### src/sv/wri_pkg.sv
// ---------------------------------------------------------------------------
// Waypoint route interpolator package
// Shared constants, table entry layout and controller/datapath interfaces.
// ---------------------------------------------------------------------------
package wri_pkg;

   localparam int MAX_WAYPOINTS = 64;

   localparam int DUR_W  = 32;
   localparam int CNT_W  = 7;
   localparam int PROD_W = DUR_W + CNT_W;
   localparam int DIFF_W = 33;
   localparam int SUM_W  = 34;
   localparam int HDG_W  = 18;

   localparam int HALF_TURN = 18000;
   localparam int FULL_TURN = 36000;

   localparam logic [1:0] OP_WRITE  = 2'd0;
   localparam logic [1:0] OP_START  = 2'd1;
   localparam logic [1:0] OP_STOP   = 2'd2;
   localparam logic [1:0] OP_SAMPLE = 2'd3;

   localparam logic [0:0] REG_DURATION = 1'd0;
   localparam logic [0:0] REG_COUNT    = 1'd1;

   localparam logic [1:0] LANE_LAT = 2'd0;
   localparam logic [1:0] LANE_LNG = 2'd1;
   localparam logic [1:0] LANE_ALT = 2'd2;
   localparam logic [1:0] LANE_HDG = 2'd3;

   typedef struct packed {
      logic signed [30:0] lat;
      logic signed [31:0] lng;
      logic signed [23:0] alt;
      logic        [15:0] hdg;
   } entry_type;

   typedef struct packed {
      logic       mem_wr;
      logic       load_e;
      logic       use_zero;
      logic       div_load;
      logic       div_step;
      logic       rd_seg;
      logic       rd_next;
      logic       rd_last;
      logic       cap_p0;
      logic       lane_mul;
      logic       lane_acc;
      logic [1:0] lane_sel;
      logic       wrap;
      logic       out_load;
      logic       out_last;
   } cmd_type;

   typedef struct packed {
      logic count_ok;
      logic e_ge_d;
      logic div_done;
      logic wrap_done;
      logic out_free;
   } status_type;

endpackage

### src/sv/wri_ctrl.sv
// ---------------------------------------------------------------------------
// Waypoint route interpolator controller
// Decodes input transfers, holds the running flag and sequences the datapath.
// ---------------------------------------------------------------------------
module wri_ctrl import wri_pkg::*; (
   input  logic       clock,
   input  logic       reset,
   input  logic       req_valid,
   output logic       req_stall,
   input  logic [1:0] req_opcode,
   input  logic       csr_we,
   input  status_type status,
   output cmd_type    cmd
);

   localparam logic [3:0] ST_IDLE  = 4'd0;
   localparam logic [3:0] ST_CHECK = 4'd1;
   localparam logic [3:0] ST_DIV   = 4'd2;
   localparam logic [3:0] ST_RD0   = 4'd3;
   localparam logic [3:0] ST_RD1   = 4'd4;
   localparam logic [3:0] ST_MUL   = 4'd5;
   localparam logic [3:0] ST_ACC   = 4'd6;
   localparam logic [3:0] ST_WRAP  = 4'd7;
   localparam logic [3:0] ST_EMIT  = 4'd8;

   logic [3:0] state_ff, state_in;
   logic [1:0] lane_ff, lane_in;
   logic       last_ff, last_in;
   logic       running_ff, running_in;
   logic       accept;

   assign req_stall = state_ff != ST_IDLE;
   assign accept    = req_valid && (state_ff == ST_IDLE);

   always_comb begin
      state_in   = state_ff;
      lane_in    = lane_ff;
      last_in    = last_ff;
      running_in = running_ff;
      cmd          = '0;
      cmd.lane_sel = lane_ff;
      cmd.out_last = last_ff;
      unique case (state_ff)
         ST_IDLE: begin
            if (accept) begin
               unique case (req_opcode)
                  OP_WRITE: begin
                     cmd.mem_wr = 1'b1;
                     running_in = 1'b0;
                  end
                  OP_STOP: running_in = 1'b0;
                  OP_START: begin
                     if (status.count_ok) begin
                        running_in   = 1'b1;
                        cmd.load_e   = 1'b1;
                        cmd.use_zero = 1'b1;
                        state_in     = ST_CHECK;
                     end
                  end
                  default: begin
                     if (running_ff && status.count_ok) begin
                        cmd.load_e = 1'b1;
                        state_in   = ST_CHECK;
                     end
                  end
               endcase
            end
         end
         ST_CHECK: begin
            if (status.e_ge_d) begin
               cmd.rd_last = 1'b1;
               last_in     = 1'b1;
               state_in    = ST_EMIT;
            end else begin
               cmd.div_load = 1'b1;
               last_in      = 1'b0;
               state_in     = ST_DIV;
            end
         end
         ST_DIV: begin
            if (status.div_done) begin
               state_in = ST_RD0;
            end else begin
               cmd.div_step = 1'b1;
            end
         end
         ST_RD0: begin
            cmd.rd_seg = 1'b1;
            state_in   = ST_RD1;
         end
         ST_RD1: begin
            cmd.rd_next = 1'b1;
            cmd.cap_p0  = 1'b1;
            lane_in     = LANE_LAT;
            state_in    = ST_MUL;
         end
         ST_MUL: begin
            cmd.lane_mul = 1'b1;
            state_in     = ST_ACC;
         end
         ST_ACC: begin
            cmd.lane_acc = 1'b1;
            if (lane_ff == LANE_HDG) begin
               state_in = ST_WRAP;
            end else begin
               lane_in  = lane_ff + 2'd1;
               state_in = ST_MUL;
            end
         end
         ST_WRAP: begin
            if (status.wrap_done) begin
               state_in = ST_EMIT;
            end else begin
               cmd.wrap = 1'b1;
            end
         end
         ST_EMIT: begin
            if (status.out_free) begin
               cmd.out_load = 1'b1;
               if (last_ff) begin
                  running_in = 1'b0;
               end
               state_in = ST_IDLE;
            end
         end
         default: state_in = ST_IDLE;
      endcase
      if (csr_we) begin
         running_in = 1'b0;
      end
   end

   always_ff @(posedge clock) begin
      if (reset) begin
         state_ff   <= ST_IDLE;
         lane_ff    <= LANE_LAT;
         last_ff    <= 1'b0;
         running_ff <= 1'b0;
      end else begin
         state_ff   <= state_in;
         lane_ff    <= lane_in;
         last_ff    <= last_in;
         running_ff <= running_in;
      end
   end

   a_final_stops: assert property (@(posedge clock) disable iff (reset)
      (state_ff == ST_EMIT && status.out_free && last_ff) |=> !running_ff)
      else $error("running still set after the final point");

   a_idle_sample: assert property (@(posedge clock) disable iff (reset)
      (accept && req_opcode == OP_SAMPLE && !running_ff) |=> state_ff == ST_IDLE)
      else $error("sample started while not running");

endmodule

### config.mk
export PLATFORM = sky130hd
export DESIGN_NAME = wri_ctrl
export DESIGN_NICKNAME = d
export VERILOG_FILES = /design/src/sv/wri_pkg.sv /design/src/sv/wri_ctrl.sv
export SDC_FILE = /design/constraint.sdc
export NUM_CORES = 1
export LEC_CHECK = 0
export BUFFER_PORTS_ARGS = -buffer_cell sky130_fd_sc_hd__buf_2
export CORE_AREA = 10 10 47 49
export DETAILED_ROUTE_END_ITERATION = 7
export DIE_AREA = 0 0 57 59
export PLACE_DENSITY_LB_ADDON = 0.08
export SYNTH_ARGS = -nofsm -noshare
export SYNTH_HDL_FRONTEND = slang
export SYNTH_SLANG_ARGS = --single-unit
### constraint.sdc
create_clock -name clock -period 4.7 [get_ports clock]
set_clock_uncertainty 0.1 [all_clocks]
set_input_delay 0.94 -clock clock [delete_from_list [all_inputs] [get_ports clock]]
set_output_delay 0.94 -clock clock [all_outputs]
set_load 0.02 [all_outputs]
==> out/results.tsv <==
metric	value	unit
status	finished clean	
cts_setup_buffers	0	
synth.avg_cell_area	7.24	µm²
fin_nets	116	
synth_most_common_cell	nor2_1	
die_area	3360	µm²
grt_max_degree	15	
leakagePower	0.343	nW
cts_num_sinks	8	
fin_crit	2980	ps
syn_inst	79	
worstPathRequired	3660	ps
synth_top_area_share	28.0	%
wl	1.59	mm
drv_slew	0	
grt_overflow	0	
finalSetupViolCount	0	
start_util	40.8	%
endpoint_kind	output pin	
final_hold_viol_count	0	
ctsHoldBuffers	0	
total_power	0.321	mW
routabilityCongestion	0.732	
fp.dieH	59	µm
synth_area	572	µm²
dr.max_layer_used	met4	
fin_crit_sh	63.5	%
wl_met1	762	µm
drt_iter0_drc	11	
fin_area	712	µm²
post-route-drc-count	0	
yosysSeqAreaShare	28.0	%
place_area	689	µm²
wire_per_inst	13.4	µm
grt_pass1_wl	2.62	mm
antenna_found_initial	0	
clk_pin_slew	60	ps
ir_worst_vdd	0.000195	V
ys_ff_latch	8	
clock_latency	250	ps
synth-main-ff-cell	dfxtp_1	
wl_met3	100	µm
cts-buffers-inserted	3	
numPortBuffers	27	
n_antenna_cell	0	
fin_setup_tns	0	ps
tightest_slew	439	ps
synth_edf_count	0	
io_pins	28	
core-area	1400	µm²
vias_per_cell	5.34	
hp-class	flop to flop	
worstPathArrival	1940	ps
vias	630	
netlist_top_cells_area	dfxtp_1 (28%), nand2b_1 (7.7%), nor2_1 (7.2%), a21oi_1 (5.3%), nor3_1 (5.3%)	
grt_usage	9.39	%
dr_wl_met2	711	µm
num_rows	14	
htreeDepth	1	
synth_nets	91	
fin_cells	118	
cp-start-kind	flop	
synth_top_cell_by_area	dfxtp_1	
ys_warn_count	0	
max-cap-violations	0	
cts_resized	0	
die_w	57	µm
cts_buffer_depth	2	
drtAntennaViolNets	0	
drive_above_1_share	32.4	%
syn_to_final_growth	24.5	%
crit_type	flop to output pin	
rsz0062_at_grt	false	
cts_tree	done	
slew_headroom	70.7	%
place_hpwl	1.26	mm
first_global_vias	616	
p_per_area	451	nW/µm²
netlist_top_cells_count	nor2_1 (11), dfxtp_1 (8), nand2b_1 (7)	
yosysUniqueCellTypes	31	
first_pass_iters	4	
async_reset_ff_share	0	%
dp.cells	115	
fmax	335	MHz
critPathMaxFanout	14	
clockRootBuffer	clkbuf_4	
registers in the layout (all words and copies together) (netlist names):
name,count
lane_ff,2
state_ff,4
running_ff,1
last_ff,1
critical path, stage by stage, from the launching register on:
cell     delay, ps
dfxtp_1        440
or4_4          600
or3b_1         400
nor2_1          90
buf_2          170
cells in the final DEF (no fill, tap or decap), types with 2 or more instances in the layout:
master and n:
and3_1 2, a21oi_1 6, nor3_1 6, nand3_1 2, nor2_1 11, nor2b_1 2
dfxtp_1 8, a211oi_1 2, buf_2 27, clkbuf_4 3, nor4_1 3, nand2_1 6
inv_1 2, nand2b_1 7
cell families (layout without fill, tap and decap cells):
| kind of cell | Yosys count | after routing | share of synthesized area (%) |
|---|---|---|---|
| DFF | 8 | 8 | 28.0 |
| AOI/OAI and AO/OA | 14 | 14 | 16.0 |
| buffers and inverters | 9 | 32 | 7.88 |
| muxes | 2 | 2 | 3.72 |
| and+or+nand+nor | 45 | 45 | 42.2 |
| adders and majority gates | 1 | 1 | 2.19 |
per-layer routing:
| layer | vias to the layer above | global-route usage, % |
|---|---|---|
| li1 | 327 | - |
| met1 | 281 | 11.1 |
| met2 | 20 | 14.7 |
| met3 | 2 | 3.00 |
| met4 | 0 | 5.03 |
| met5 | - | 0 |
final timing paths:
kind                    start          end  slack [ps]  cells after the start
setup / recovery  state_ff[3]      cmd[13]        1720                      4
hold / removal     running_ff   running_ff         400                      2
setup reg to reg  state_ff[3]  state_ff[0]        2990                      4
hold reg to reg    running_ff   running_ff         400                      2
layout make-up:
cell class | instances | area, µm²
Fill cell | 164 | 689
Multi-Input combinational cell | 62 | 367
Sequential cell | 8 | 160
Timing Repair Buffer | 27 | 135
Clock buffer | 3 | 22.5
Tap cell | 16 | 20.0
Inverter | 2 | 7.51
stage by stage:
stage	utilization, %	hold WS, ps	worst slack (ps)
floorplan	-	356	2050
global placement	49.2	385	2000
detailed placement	49.2	394	1990
CTS	50.8	403	1720
global route	50.8	448	1600
finish	50.8	397	1720
where the power goes:
group	internal (mW)	switching, mW
logic	0.0695	0.0885
clock network	0.0291	0.0218
registers	0.0810	0.0314
No activity file was read; power rests on OpenSTA's default activity.
